--- src/rtl/kms_pkg.sv ---
// Shared types and constants of the keyboard matrix event scanner.
package kms_pkg;

  // Layer key position in the matrix.
  localparam int LK_ROW = 7;
  localparam int LK_COL = 6;

  // Column field is three bits wide, so at most eight lanes ever see data.
  localparam int MAX_COLS = 8;
  localparam int COL_W    = 3;

  // Configuration register indexes.
  localparam logic [1:0] CFG_ESCAPE = 2'd0;
  localparam logic [1:0] CFG_TILDE  = 2'd1;
  localparam logic [1:0] CFG_LSHIFT = 2'd2;
  localparam logic [1:0] CFG_RSHIFT = 2'd3;

  // Configuration reset values.
  localparam logic [7:0] ESCAPE_RST = 8'd41;
  localparam logic [7:0] TILDE_RST  = 8'd53;
  localparam logic [7:0] LSHIFT_RST = 8'd225;
  localparam logic [7:0] RSHIFT_RST = 8'd229;

  // Input item opcodes.
  localparam logic OP_LOAD = 1'b0;
  localparam logic OP_SCAN = 1'b1;

  // Result item kinds.
  localparam logic KIND_KEY    = 1'b0;
  localparam logic KIND_COMMIT = 1'b1;

  // What one column lane reports for the current row.
  typedef struct packed {
    logic chg;    // key state differs from the stored map
    logic now;    // new pressed state
    logic layer;  // keymap layer in force when this key is looked up
  } lane_t;

  // Lowest changed column picked by the merge stage.
  typedef struct packed {
    logic             found;
    logic [COL_W-1:0] col;
    logic             now;
    logic             layer;
    logic             more;   // further changed columns remain after this one
  } pick_t;

endpackage

--- src/rtl/kms_lane.sv ---
// One column lane: change detection and layer selection for one key of the row.
module kms_lane #(
  parameter int J = 0
) (
  input  logic            col_bit_i,
  input  logic            old_bit_i,
  input  logic            lk_old_i,
  input  logic            lk_new_i,
  input  logic            row_is_lk_i,
  output kms_pkg::lane_t  lane_o
);

  localparam bit AfterLk = (J > kms_pkg::LK_COL);

  always_comb begin
    lane_o.now   = ~col_bit_i;
    lane_o.chg   = (~col_bit_i) ^ old_bit_i;
    // keys right of the layer key in its own row see its new state
    lane_o.layer = (AfterLk && row_is_lk_i) ? lk_new_i : lk_old_i;
  end

endmodule

--- src/rtl/kms_merge.sv ---
// Merge stage: picks the lowest changed column of the lanes still pending.
module kms_merge #(
  parameter int NL = 8
) (
  input  kms_pkg::lane_t lanes_i [NL],
  output kms_pkg::pick_t pick_o
);

  localparam int CW3 = kms_pkg::COL_W;

  always_comb begin
    pick_o = '0;
    for (int j = NL - 1; j >= 0; j--) begin
      if (lanes_i[j].chg) begin
        pick_o.found = 1'b1;
        pick_o.col   = CW3'(j);
        pick_o.now   = lanes_i[j].now;
        pick_o.layer = lanes_i[j].layer;
      end
    end
    for (int j = 0; j < NL; j++) begin
      if (lanes_i[j].chg && (CW3'(j) != pick_o.col)) begin
        pick_o.more = 1'b1;
      end
    end
  end

endmodule

--- src/rtl/kms_keymap.sv ---
// Keymap store: one write port, one registered read port.
module kms_keymap #(
  parameter int AW = 7
) (
  input  logic          clk_i,
  input  logic          we_i,
  input  logic [AW-1:0] waddr_i,
  input  logic [7:0]    wdata_i,
  input  logic          re_i,
  input  logic [AW-1:0] raddr_i,
  output logic [7:0]    rdata_o
);

  logic [7:0] mem [2**AW];
  logic [7:0] rdata_q;

  always_ff @(posedge clk_i) begin
    if (we_i) begin
      mem[waddr_i] <= wdata_i;
    end
  end

  always_ff @(posedge clk_i) begin
    if (re_i) begin
      rdata_q <= mem[raddr_i];
    end
  end

  assign rdata_o = rdata_q;

endmodule

--- src/rtl/keyboard_matrix_event_scanner.sv ---
// Keyboard matrix event scanner: top level with pressed map, sequencer and output stage.
//
// Input channel (in_valid_i/in_ready_o) takes one item at a time. A load item
// (opcode 0) writes one keymap entry and leaves the scanner idle, with no result.
// A scan item (opcode 1) carries one row of active-low column readings; every
// key whose state changed gives a press or release result, and after the last
// row a commit marker follows if anything changed since the previous marker.
// The final result of an item has last_o set.
// A scan item gives one result per changed key, one more per escape release
// (tilde release goes first) and one for a commit marker. Each changed key takes
// one lookup on the single keymap read port, and the output register takes one
// result per cycle unless the receiver stalls.
// Results leave through an output register (out_valid_o/out_ready_i); when the
// receiver stalls, the sequencer holds its place until the register frees.
// Configuration writes (cfg_we_i) land at once; the user must make them while idle, unchecked.
// Reset releases all keys, clears the shift flags and change flag, and loads
// the default codes; keymap contents are undefined until loaded.
module keyboard_matrix_event_scanner #(
  parameter int ROWS   = 8,
  parameter int COLS   = 8,
  parameter int LAYERS = 2
) (
  input  logic       clk_i,
  input  logic       rst_ni,
  input  logic       in_valid_i,
  output logic       in_ready_o,
  input  logic       opcode_i,
  input  logic       layer_sel_i,
  input  logic [2:0] row_index_i,
  input  logic [2:0] col_index_i,
  input  logic [7:0] entry_code_i,
  input  logic [7:0] column_bits_i,
  output logic       out_valid_o,
  input  logic       out_ready_i,
  output logic       kind_o,
  output logic [7:0] key_code_o,
  output logic       pressed_o,
  output logic       last_o,
  input  logic       cfg_we_i,
  input  logic [1:0] cfg_index_i,
  input  logic [7:0] cfg_data_i
);

  localparam int NL = (COLS < kms_pkg::MAX_COLS) ? COLS : kms_pkg::MAX_COLS;
  localparam int CW = (NL > 1) ? $clog2(NL) : 1;
  localparam int RW = (ROWS > 1) ? $clog2(ROWS) : 1;
  localparam int LW = (LAYERS > 1) ? $clog2(LAYERS) : 1;
  localparam int AW = LW + RW + CW;

  localparam logic [2:0] S_IDLE   = 3'd0;
  localparam logic [2:0] S_FIND   = 3'd1;
  localparam logic [2:0] S_READ   = 3'd2;
  localparam logic [2:0] S_ESC    = 3'd3;
  localparam logic [2:0] S_COMMIT = 3'd4;

  logic [2:0] state_q, state_d;

  logic [7:0] esc_q, tilde_q, lsc_q, rsc_q;
  logic       lshift_q, rshift_q;
  logic       pass_chg_q, commit_q;
  logic       cur_now_q, more_q;
  logic [RW-1:0] row_q;

  logic [NL-1:0]  map_q [ROWS];
  kms_pkg::lane_t lane_q [NL];
  kms_pkg::lane_t lane_w [NL];
  kms_pkg::pick_t pick;

  logic       out_valid_q, kind_q, pressed_q, last_q;
  logic [7:0] code_q;

  logic          accept, load_ok, row_ok, scan_go;
  logic [RW-1:0] row_idx;
  logic [NL-1:0] old_row;
  logic          lk_old, lk_new, row_is_lk, any_chg, last_row;
  logic          mem_we, mem_re;
  logic [AW-1:0] waddr, raddr;
  logic [7:0]    rdata;

  logic       out_free, emit, e_kind, e_pressed, e_last, lane_clr;
  logic [7:0] e_code;

  assign accept  = in_valid_i && in_ready_o;
  assign row_idx = RW'(row_index_i);
  assign row_ok  = int'(row_index_i) < ROWS;
  assign load_ok = (int'(layer_sel_i) < LAYERS) && row_ok && (int'(col_index_i) < COLS);
  assign scan_go = accept && (opcode_i == kms_pkg::OP_SCAN) && row_ok;
  assign old_row = row_ok ? map_q[row_idx] : '0;
  assign last_row = int'(row_index_i) == (ROWS - 1);

  generate
    if (ROWS > kms_pkg::LK_ROW && COLS > kms_pkg::LK_COL && LAYERS > 1) begin : g_lk
      assign lk_old    = map_q[kms_pkg::LK_ROW][kms_pkg::LK_COL];
      assign lk_new    = ~column_bits_i[kms_pkg::LK_COL];
      assign row_is_lk = int'(row_index_i) == kms_pkg::LK_ROW;
    end else begin : g_nolk
      assign lk_old    = 1'b0;
      assign lk_new    = 1'b0;
      assign row_is_lk = 1'b0;
    end
  endgenerate

  for (genvar j = 0; j < NL; j++) begin : g_lane
    kms_lane #(.J(j)) u_lane (
      .col_bit_i   (column_bits_i[j]),
      .old_bit_i   (old_row[j]),
      .lk_old_i    (lk_old),
      .lk_new_i    (lk_new),
      .row_is_lk_i (row_is_lk),
      .lane_o      (lane_w[j])
    );
  end

  always_comb begin
    any_chg = 1'b0;
    for (int j = 0; j < NL; j++) begin
      any_chg = any_chg | lane_w[j].chg;
    end
  end

  kms_merge #(.NL(NL)) u_merge (
    .lanes_i (lane_q),
    .pick_o  (pick)
  );

  assign mem_we = accept && (opcode_i == kms_pkg::OP_LOAD) && load_ok;
  assign waddr  = {LW'(layer_sel_i), row_idx, CW'(col_index_i)};
  assign mem_re = (state_q == S_FIND) && pick.found;
  assign raddr  = {LW'(pick.layer), row_q, pick.col[CW-1:0]};

  kms_keymap #(.AW(AW)) u_keymap (
    .clk_i   (clk_i),
    .we_i    (mem_we),
    .waddr_i (waddr),
    .wdata_i (entry_code_i),
    .re_i    (mem_re),
    .raddr_i (raddr),
    .rdata_o (rdata)
  );

  assign in_ready_o = (state_q == S_IDLE);
  assign out_free   = !out_valid_q || out_ready_i;

  // sequencer: one keymap lookup per changed key; results wait while the output register is full
  always_comb begin
    state_d   = state_q;
    emit      = 1'b0;
    e_kind    = kms_pkg::KIND_KEY;
    e_code    = rdata;
    e_pressed = 1'b0;
    e_last    = !more_q && !commit_q;
    lane_clr  = 1'b0;
    case (state_q)
      S_IDLE: begin
        if (scan_go) state_d = S_FIND;
      end
      S_FIND: begin
        if (pick.found) begin
          lane_clr = 1'b1;
          state_d  = S_READ;
        end else if (commit_q) begin
          state_d = S_COMMIT;
        end else begin
          state_d = S_IDLE;
        end
      end
      S_READ: begin
        if (out_free) begin
          emit = 1'b1;
          if (cur_now_q) begin
            e_pressed = 1'b1;
            if (rdata == esc_q && (lshift_q || rshift_q)) e_code = tilde_q;
            state_d = S_FIND;
          end else if (rdata == esc_q) begin
            // escape release: tilde release first
            e_code  = tilde_q;
            e_last  = 1'b0;
            state_d = S_ESC;
          end else begin
            state_d = S_FIND;
          end
        end
      end
      S_ESC: begin
        if (out_free) begin
          emit    = 1'b1;
          state_d = S_FIND;
        end
      end
      S_COMMIT: begin
        if (out_free) begin
          emit    = 1'b1;
          e_kind  = kms_pkg::KIND_COMMIT;
          e_code  = '0;
          e_last  = 1'b1;
          state_d = S_IDLE;
        end
      end
      default: state_d = S_IDLE;
    endcase
  end

  always_ff @(posedge clk_i or negedge rst_ni) begin
    if (!rst_ni) begin
      state_q <= S_IDLE;
    end else begin
      state_q <= state_d;
    end
  end

  always_ff @(posedge clk_i or negedge rst_ni) begin
    if (!rst_ni) begin
      esc_q   <= kms_pkg::ESCAPE_RST;
      tilde_q <= kms_pkg::TILDE_RST;
      lsc_q   <= kms_pkg::LSHIFT_RST;
      rsc_q   <= kms_pkg::RSHIFT_RST;
    end else if (cfg_we_i) begin
      case (cfg_index_i)
        kms_pkg::CFG_ESCAPE: esc_q   <= cfg_data_i;
        kms_pkg::CFG_TILDE:  tilde_q <= cfg_data_i;
        kms_pkg::CFG_LSHIFT: lsc_q   <= cfg_data_i;
        kms_pkg::CFG_RSHIFT: rsc_q   <= cfg_data_i;
        default: ;
      endcase
    end
  end

  always_ff @(posedge clk_i or negedge rst_ni) begin
    if (!rst_ni) begin
      for (int r = 0; r < ROWS; r++) map_q[r] <= '0;
      for (int j = 0; j < NL; j++) lane_q[j] <= '0;
      pass_chg_q <= 1'b0;
      commit_q   <= 1'b0;
      row_q      <= '0;
      cur_now_q  <= 1'b0;
      more_q     <= 1'b0;
    end else begin
      if (scan_go) begin
        for (int j = 0; j < NL; j++) begin
          map_q[row_idx][j] <= lane_w[j].now;
          lane_q[j]         <= lane_w[j];
        end
        row_q      <= row_idx;
        pass_chg_q <= last_row ? 1'b0 : (pass_chg_q | any_chg);
        commit_q   <= last_row && (pass_chg_q | any_chg);
      end
      if (lane_clr) begin
        lane_q[pick.col[CW-1:0]].chg <= 1'b0;
        cur_now_q <= pick.now;
        more_q    <= pick.more;
      end
      if (emit && e_kind == kms_pkg::KIND_COMMIT) begin
        commit_q <= 1'b0;
      end
    end
  end

  // shift flags follow emitted key events
  always_ff @(posedge clk_i or negedge rst_ni) begin
    if (!rst_ni) begin
      lshift_q <= 1'b0;
      rshift_q <= 1'b0;
    end else if (emit && e_kind == kms_pkg::KIND_KEY) begin
      if (e_code == lsc_q) lshift_q <= e_pressed;
      if (e_code == rsc_q) rshift_q <= e_pressed;
    end
  end

  always_ff @(posedge clk_i or negedge rst_ni) begin
    if (!rst_ni) begin
      out_valid_q <= 1'b0;
    end else if (emit) begin
      out_valid_q <= 1'b1;
    end else if (out_ready_i) begin
      out_valid_q <= 1'b0;
    end
  end

  always_ff @(posedge clk_i) begin
    if (emit) begin
      kind_q    <= e_kind;
      code_q    <= e_code;
      pressed_q <= e_pressed;
      last_q    <= e_last;
    end
  end

  assign out_valid_o = out_valid_q;
  assign kind_o      = kind_q;
  assign key_code_o  = code_q;
  assign pressed_o   = pressed_q;
  assign last_o      = last_q;

  a_read_after_find: assert property (@(posedge clk_i) disable iff (!rst_ni)
    (state_q == S_READ) |-> ($past(state_q) == S_FIND || $past(state_q) == S_READ))
    else $error("keymap lookup without a preceding pick");

  a_idle_no_commit: assert property (@(posedge clk_i) disable iff (!rst_ni)
    (state_q == S_IDLE) |-> !commit_q)
    else $error("commit marker left pending at idle");

  a_commit_is_last: assert property (@(posedge clk_i) disable iff (!rst_ni)
    (out_valid_o && kind_o == kms_pkg::KIND_COMMIT) |-> (last_o && key_code_o == 8'd0))
    else $error("commit marker malformed");

  a_no_emit_when_full: assert property (@(posedge clk_i) disable iff (!rst_ni)
    (out_valid_q && !out_ready_i) |=> ($stable(code_q) && $stable(kind_q) && $stable(last_q)))
    else $error("stalled item overwritten");

  a_esc_then_release: assert property (@(posedge clk_i) disable iff (!rst_ni)
    (state_q == S_ESC && out_free) |=> (out_valid_o && !pressed_o && kind_o == kms_pkg::KIND_KEY))
    else $error("escape release not emitted after tilde release");

endmodule

--- config.mk ---
export PLATFORM = sky130hd
export DESIGN_NAME = keyboard_matrix_event_scanner
export DESIGN_NICKNAME = d
export VERILOG_FILES = /design/src/rtl/kms_pkg.sv /design/src/rtl/kms_lane.sv /design/src/rtl/kms_merge.sv /design/src/rtl/kms_keymap.sv /design/src/rtl/keyboard_matrix_event_scanner.sv
export SDC_FILE = /design/constraint.sdc
export NUM_CORES = 1
export LEC_CHECK = 0
export BUFFER_PORTS_ARGS = -buffer_cell sky130_fd_sc_hd__clkbuf_2
export CAP_MARGIN = 20
export CELL_PAD_IN_SITES_DETAIL_PLACEMENT = 1
export CELL_PAD_IN_SITES_GLOBAL_PLACEMENT = 1
export CORE_UTILIZATION = 50
export CTS_BUF_LIST = sky130_fd_sc_hd__clkbuf_16
export CTS_CLUSTER_SIZE = 24
export DETAILED_ROUTE_END_ITERATION = 8
export PLACE_DENSITY_LB_ADDON = 0.1
export SETUP_SLACK_MARGIN = 0.2
export SLEW_MARGIN = 20
export SYNTH_ARGS = -nofsm -noshare
export SYNTH_HDL_FRONTEND = slang
export SYNTH_SLANG_ARGS = --single-unit
--- constraint.sdc ---
create_clock -name clk_i -period 5.6 [get_ports clk_i]
set_input_delay 0.28 -clock clk_i [delete_from_list [all_inputs] [get_ports clk_i]]
set_output_delay 0.28 -clock clk_i [all_outputs]
set_load 0.01 [all_outputs]
Word-level counts from Yosys, hierarchy flattened
Memories as Yosys holds them, arrays and structs flattened. A register that Yosys moved wholly into a read port is not among the register bits.
Index checks and enable logic that the tools add are counted.
{"block": "totals", "memories": 1, "input_bits": 39, "out_inout_bits": 13, "word_cells": 225, "reg_bits": 144, "ramBits": 1024}
{"block": "classes", "eq_ne": 22, "bitwise_logic": 28, "n_mux": 84, "reduce_logical": 37, "n_lt_le_gt_ge": 4}
{"name": "u_keymap.mem", "words": 128, "width": 8, "rd": 1, "rd_clocked_by_memory_dff": 1, "wr": 1, "line_no": "kms_keymap.sv:14", "rtl": "logic [7:0] mem [2**AW];"}
{"operator": "bitwise mux 64 bit", "n": 8}
{"operator": "demux 8 bit (select 3 bit)", "n": 8}
{"operator": "2-to-1 mux 8 bit", "n": 8}
{"operator": "2-to-1 mux 6 bit", "n": 9}
{"operator": "2-to-1 mux 24 bit", "n": 2}
{"operator": "2-to-1 mux 1 bit", "n": 29}
{"operator": "binary-select mux 8 bit (select 3 bit)", "n": 1}
{"operator": "bitwise mux 24 bit", "n": 1}
{"operator": "equality test 8 bit", "n": 3}
{"operator": "2-to-1 mux 3 bit", "n": 8}
{"operator": "logical AND 1 bit", "n": 19}
{"operator": "one-hot mux 8 bit (2 select lines)", "n": 1}
{"operator": "one-hot mux 3 bit (5 select lines)", "n": 1}
{"operator": "inequality test 3 bit (first input constant)", "n": 4}
{"operator": "AND reduction 2 bit", "n": 6}
{"operator": "inverter 1 bit", "n": 10}
{"operator": "demux 3 bit (select 3 bit)", "n": 1}
{"operator": ">= comparator 4 bit (second input constant)", "n": 2}
{"operator": "< comparator 4 x 1 -> 1 bit (second input constant)", "n": 2}
{"operator": "inverter 3 -> 4 bit", "n": 2}
{"operator": "bitwise OR 1 bit", "n": 8}
{"operator": "bitwise XOR 1 bit", "n": 8}
{"operator": "2-to-1 mux 7 bit", "n": 1}
{"operator": "equality test 3 x 1 -> 1 bit (second input constant)", "n": 2}
{"operator": "other kinds (20)", "n": 31}

Longest topological paths before layout
Gate-level depths: netlist of the first run.
{"block": "logic_depth", "depth_word": 18, "ltp_mapped": 14, "depth_no_buf": 9}

By module
From an unflattened synthesis of the first run, not the netlist that was laid out.
{"block": "hier_totals", "hier_cells": 2239, "hier_area_um2": 46893.7}
{"mod": "kms_keymap", "instances": 1, "cells_each": 1635, "area_each_um2": 39745.6}
{"mod": "keyboard_matrix_event_scanner", "instances": 1, "cells_each": 531, "area_each_um2": 6663.9}
{"mod": "kms_merge", "instances": 1, "cells_each": 49, "area_each_um2": 316.6}
{"mod": "kms_lane at g_lane[0].u_lane ...", "instances": 7, "cells_each": 3, "area_each_um2": 20.0}
{"mod": "kms_lane at g_lane[7].u_lane", "instances": 1, "cells_each": 3, "area_each_um2": 27.5}

Worst setup path after synthesis of the first run
No wires, ideal clock.
{"block": "synth_path", "kind": "register to register", "from": "register lane_q[20] (netlist bit)", "to": "register u_keymap.rdata_q[7] (netlist: u_keymap.rdata_o[7]), read port of u_keymap.mem, data pin", "arrival_ps": 2623, "setup_slack_ps": 2700, "period_less_slack_ps": 2900, "required_ps": 5323, "path_stages_with_launch": 13, "path_cell_list": "dfrtp_1 -> buf_6 -> or4_1 -> buf_2 -> a21o_1 -> buf_6 -> buf_6 -> a21o_1 -> a221o_1 -> a21oi_1 -> nor3_1 -> o41ai_1 -> o221ai_1"}
{"block": "synth_via", "elab_chain_len": 3}
{"element": "start, declared", "line_no": "keyboard_matrix_event_scanner.sv:65", "rtl": "kms_pkg::lane_t lane_q [NL];"}
{"element": "start signal, assigned by index", "line_no": "keyboard_matrix_event_scanner.sv:241", "rtl": "lane_q[j] <= lane_w[j];"}
{"element": "2-to-1 mux 6 bit * (2 in a row)", "line_no": "kms_merge.sv:14", "rtl": "if (lanes_i[j].chg) begin"}
{"element": "logical AND 1 bit", "line_no": "keyboard_matrix_event_scanner.sv:128", "rtl": "assign mem_re = (state_q == S_FIND) && pick.found;"}
{"element": "end, declared", "line_no": "kms_keymap.sv:15", "rtl": "logic [7:0] rdata_q;"}
Every way passes the cells marked *; elsewhere a longest branch is shown, timed or not.
A chain may end at the register's enable or synchronous reset.

Final worst setup path of the first run
Same ends and word-level chain as after synthesis.

==> results.yml, run 1 <==
outcome:
  status: "finished clean"
layout:
  fin_nets: 2985
  final_common_cell: "edfxtp_1"
  drive_gt1_share_pct: 12.56
  areaGrowthSynthToFinish_pct: 11.87
  n_antenna_cell: 0
  fin_cells: 4226
  stdcell_area_mm2: 0.05133
  layout_common_cells: "edfxtp_1, nand2_1, a221oi_1"
placement:
  gp_congestion: 0.8814
  hpwl_mm: 86.32
  place_area_mm2: 0.04732
  dpl.cell_count: 3985
  io_buffers: 51
sta:
  finalSetupViolCount: 0
  period_share_pct: 83.68
  hold_viol: 0
  worst_clock_skew_ns: 0.03609
  drv_slew: 0
  maxSlewHeadroom_pct: 13.92
  max_freq_mhz: 213.4
  rsz0062_at_grt: "no"
  final.setup.tns_ns: 0
  tightest_slew_ns: 1.279
  period_minus_slack_ns: 4.686
global_routing:
  grt_pass1_vias: 29360
  met1_usage_pct: 43.45
  grt_use_met3_pct: 6.606
  antenna_found_initial: 5
  met2_usage_pct: 48.55
  grt.busiest_layer: "met2"
  grt_max_degree: 119
  grt_pass1_wl_mm: 209.8
  grtUsageTotal_pct: 31.13
  grt-ovfl-total: 0
yosys:
  async_flop_share_pct: 10.85
  synth_cell_type_count: 79
  synth-adder-area-share_pct: 0
  synth-edff-count: 1043
  netlist_area_mm2: 0.04589
  synth_top_family_by_area: "compound AO/OA/AOI/OAI gates"
  synth_xor_area_share_pct: 0.6871
  ys_seq_area_share_pct: 75.22
  synthSimpleGateAreaFrac_pct: 5.750
  synthCells: 2904
  ys_seq_elements: 1170
  syn-num-nets: 2943
  synth_compound_area_share_pct: 14.04
  synth-main-ff-cell: "edfxtp_1"
  muxShareOfSynthArea_pct: 1.911
  synth_area_per_cell_um2: 15.80
  ys_warn_count: 0
critical_path:
  cp_max_fo: 42
  required_ns: 6.00
  cp-start-kind: "register"
  arrival_ns: 5.09
  critical_path_class: "reg -> reg"
  critical_path.endpoint_type: "register"
routing:
  firstDrtPassIters: 6
  drt_iter0_drc: 3297
  routedWlPerCell_um: 34.34
  via_count: 28690
  routed_wl_mm: 145.1
  drc: 0
  final_antenna_net_count: 0
  vias_per_cell: 6.788
power:
  peakVddDrop_v: 0.0005242
  p_total_uw: 26450
  cellLeakagePower_uw: 0.01681
  cellPowerDensity_mw_per_mm2: 515.2
floorplan:
  initial_core_util_pct: 50.75
  rows: 110
  die_x_um: 305.0
  die_y_um: 305.0
  floorplan.die_area_mm2: 0.09299
  core_mm2: 0.09042
  ios: 52
run:
  max_cap_violations: 0
clocking:
  clk_pin_slew_ns: 0.06
  clock_latency_ns: 0.72
  htreeDepth: 3
  cts_max_path_buffers: 3
  cts_setup_buffers: 0
  hold_buffers: 18
  ctsResizeCount: 0
  cts_tree: "done"
  cts-root-buf: "clkbuf_16"
  cts.sinks: 1170
  numCtsBuffers: 117
worst_hold_path:
  hp-class: "in -> reg"
metal layers:
layer | wire length [um] | up-vias
li1 | - | 11950
met4 | 5371 | 0
met1 | 59220 | 15090
met2 | 67780 | 1380
met3 | 12760 | 272
met5 | 0 | -
path summary, 6_finish.rpt:
check / startpoint / end / slack [ns] / cells after the start
worst max-delay path: lane_q[20] / u_keymap.rdata_o[7] / 0.91 / 9
min in group asynchronous: rst_ni / map_q[45] / 0.27 / 2
worst min-delay path: row_index_i[1] / row_q[1] / 0.06 / 3
worst min register to register: map_q[13] / map_q[13] / 0.47 / 2
worst max register to register: lane_q[20] / u_keymap.rdata_o[7] / 0.91 / 9
max in group asynchronous: rst_ni / tilde_q[6] / 3.92 / 3
sequential cells by signal (all words and copies together) (netlist names):
name              cells
lshift_q              1
pressed_o             1
rshift_q              1
esc_q                 8
rsc_q                 8
pass_chg_q            1
lk_old                1
last_o                1
cur_now_q             1
kind_o                1
commit_q              1
tilde_q               8
map_q                63
key_code_o            8
u_keymap.rdata_o      8
lane_q               18
lsc_q                 8
out_valid_o           1
u_keymap.mem       1024
more_q                1
row_q                 3
state_q               3
layout make-up:
cell class / instances / area, um^2
Timing Repair Buffer: 137 / 1094
Inverter: 17 / 63.81
Sequential cell: 1170 / 34520
Clock inverter: 102 / 807.0
Tap cell: 1176 / 1471
Multi-Input combinational cell: 1503 / 10350
Clock buffer: 121 / 3028
Fill cell: 8190 / 39090
synthesized netlist by cell type, types with 7 or more instances:
cell      number  area [um^2]
a221oi_1     174         1524
and2_1        15        93.84
nand4_1       56        350.3
a21o_1        41        307.8
buf_1         13        48.80
a32oi_1       11        96.34
xor2_1        19        166.4
nand2_1      196        735.7
a21oi_1       87        435.4
a221o_1      143         1431
nor2_1       173        649.4
edfxtp_1    1043        31320
mux2i_1       10        100.1
buf_4         17        127.6
xnor2_1       17        148.9
dfstp_2       16        420.4
nor2b_1       12        75.07
o31ai_1       15        112.6
o211ai_1       8        60.06
nor3_1        32        160.2
buf_2         92        460.4
a31oi_1       18        112.6
inv_1         14        52.55
mux2_2        37        416.7
nand3_1       37        185.2
a41oi_1        8        70.07
a22oi_1       95        713.2
dfrtp_1      111         2778
o311ai_1       7        61.31
a22o_1        20        175.2
a211oi_1      20        150.1
clkbuf_1      85        319.1
o22ai_1       15        93.84
o221ai_1      10        87.58
buf_6          7        78.83
nor4_1         7        43.79
o21ai_0      111        555.5
mux4_2        16        360.4
critical path: stages (launching register included):
cell and delay [ns]:
dfrtp_1 0.52, or4_1 0.74, a21o_4 0.44, buf_4 0.40
a21o_1 0.21, a221o_1 0.28, o21ai_1 0.13, a21oi_1 0.18
nor4_1 1.11, o221ai_1 0.30
stage by stage:
stage	hold slack (ns)	setup WS, ns	util, %
after floorplan	-0.01559	2.700	-
after global placement	0.4546	0.9436	52.31
after detailed placement	0.4658	1.084	52.33
after CTS	0.02314	1.089	56.77
after global routing	0.05083	0.8623	56.77
final	0.05517	0.9139	56.77
cells by family after synthesis:
logic type | Yosys count
buffers and inverters | 231
flip-flops | 1170
multiplexers | 63
AO/OA/AOI/OAI | 831
XOR/XNOR | 36
AND/OR/NAND/NOR | 573
where the power goes:
group / switching (uW) / leakage [uW] / internal, uW
clock: 3340 / 0.00202 / 4530
combinational: 5650 / 0.00385 / 2470
sequential: 453 / 0.0109 / 10000
total: 9450 / 0.0168 / 17000
Power figures use the tool's default switching activity.
==> inputs of run 2 (changes only) <==
- clock period: 5.6 -> 4.9 ns (I/O delays scaled with it)
==> run 2 against run 1 <==
Compared with the run above:
- cell count is 1.5% higher
- worst hold slack worse by 0.050 ns
- non-clock buffer count is 68 higher
- largest power group unchanged
- sequential share of layout area is 0.62 points lower
- sequential power is 14% higher
- cell area is 0.93% higher
- combinational power is 18% higher
- register-to-register slack worse by 0.38 ns
- die area stayed put
- critical path type unchanged
- first-iteration DRC count is 9.5% higher
==> results.yml, run 2 (synthesis gave the netlist of run 1 again) <==
sta:
  tightest_slew_ns: 1.204
  hold_viol: 0
  drv_slew: 0
  max_freq_mhz: 229.1
  worst_clock_skew_ns: 0.02278
  fin_hold_ws_ns: 0.004905
  period_minus_slack_ns: 4.365
  rsz0062_at_grt: "no"
  maxSlewHeadroom_pct: 19.74
  period_share_pct: 89.08
  finalSetupViolCount: 0
  final.setup.tns_ns: 0
critical_path:
  arrival_ns: 4.80
  cp_max_fo: 59
  critical_path.endpoint_type: "register"
  critical_path_class: "reg -> reg"
  required_ns: 5.33
  rr_endpoint: "u_keymap.rdata_o[6]"
  reg2regPathDepth: 8
  cp-start-kind: "register"
  r2r-start: "lane_q[20]"
  rrSetupSlack_ns: 0.54
layout:
  drive_gt1_share_pct: 14.17
  utilization_pct: 57.30
  fin_cells: 4288
  regMostFlops: "u_keymap.mem"
  final_common_cell: "edfxtp_1"
  fin_nets: 3054
  stdcell_area_mm2: 0.05181
  areaGrowthSynthToFinish_pct: 12.90
  largest_reg_flops: 1024
  n_antenna_cell: 0
  top_regs: "u_keymap.mem x1024, map_q x63, lane_q x18"
  layout_common_cells: "edfxtp_1, nand2_1, a221oi_1"
global_routing:
  antenna_found_initial: 4
  grt_pass1_wl_mm: 210.8
  grt-ovfl-total: 0
  grtUsageTotal_pct: 31.34
  grt_max_degree: 97
  grt_pass1_vias: 29750
worst_hold_path:
  whs_endpoint: "u_keymap.mem[74][1]"
  hp-class: "in -> reg"
  min_from: "entry_code_i[1]"
  min_path_cells: 1
power:
  cellLeakagePower_uw: 0.01707
  cellPowerDensity_mw_per_mm2: 587.1
  peakVddDrop_v: 0.0003618
clocking:
  cts_tree: "done"
  cts.sinks: 1170
  clock_latency_ns: 0.71
  htreeDepth: 3
  numCtsBuffers: 118
  cts_max_path_buffers: 3
  ctsResizeCount: 0
  cts-root-buf: "clkbuf_16"
  clk_pin_slew_ns: 0.06
  hold_buffers: 21
  cts_setup_buffers: 0
routing:
  vias_per_cell: 6.818
  drt_iter0_drc: 3610
  routedWlPerCell_um: 34.05
  via_count: 29240
  final_antenna_net_count: 0
  firstDrtPassIters: 5
  drc: 0
  routed_wl_mm: 146.0
placement:
  gp_congestion: 0.8837
  io_buffers: 51
  hpwl_mm: 90.42
  place_area_mm2: 0.04782
  dpl.cell_count: 4049
floorplan:
  initial_core_util_pct: 50.75
  die_x_um: 305.0
  core_mm2: 0.09042
  rows: 110
  die_y_um: 305.0
  ios: 52
  floorplan.die_area_mm2: 0.09299
run:
  max_cap_violations: 0
outcome:
  status: "finished clean"
run 2: layout make-up:
cell class | instances | area [um^2]
sequential | 1170 | 34520
clock inverter | 96 | 715.7
multi-input combinational | 1503 | 10330
timing repair buffer | 205 | 1685
fill | 8215 | 38610
clock buffer | 121 | 3028
inverter | 17 | 63.81
tap | 1176 | 1471
run 2: worst max-delay path by stage:
| stage | start | to | cells past startpoint |
|---|---|---|---|
| floorplan | lane_q[20] | u_keymap.rdata_o[7] | 12 |
| global placement | lane_q[20] | u_keymap.rdata_o[6] | 8 |
| global route | lane_q[20] | u_keymap.rdata_o[6] | 8 |
| CTS | lane_q[20] | u_keymap.rdata_o[6] | 8 |
| finish | lane_q[20] | u_keymap.rdata_o[6] | 8 |
| detailed placement | lane_q[20] | u_keymap.rdata_o[6] | 8 |
run 2: metrics by stage:
step | setup WS (ns) | power [uW]
6_report | 0.5352 | 30420
5_1_grt | 0.4506 | 31300
4_1_cts | 0.6048 | 30320
3_5_place_dp | 0.5803 | 21530
3_3_place_gp | 0.6630 | 21290
2_1_floorplan | 2.000 | 17260
run 2: critical path, cell delays in order, from the launching register on:
cell	delay, ns
dfrtp_1	0.54
or4_1	0.75
a21o_4	0.57
buf_4	0.37
a221o_1	0.27
a221oi_1	0.50
o21ai_0	0.24
nor4_1	0.63
o311ai_1	0.15
run 2: power by group:
group	switching [uW]	total (uW)	internal, uW	leakage, uW
clock	3810	8820	5010	0.00192
sequential	551	12000	11400	0.0109
combinational	6470	9620	3160	0.00420
total	10800	30400	19600	0.0171
run 2: metal layers:
metal | GRT usage [%] | routed length, um | vias to the layer above
met1 | 44.63 | 60790 | 15290
met4 | 12.85 | 6059 | 2
met2 | 47.86 | 66440 | 1549
met5 | 0 | 12 | -
li1 | - | - | 12080
met3 | 5.681 | 12710 | 314
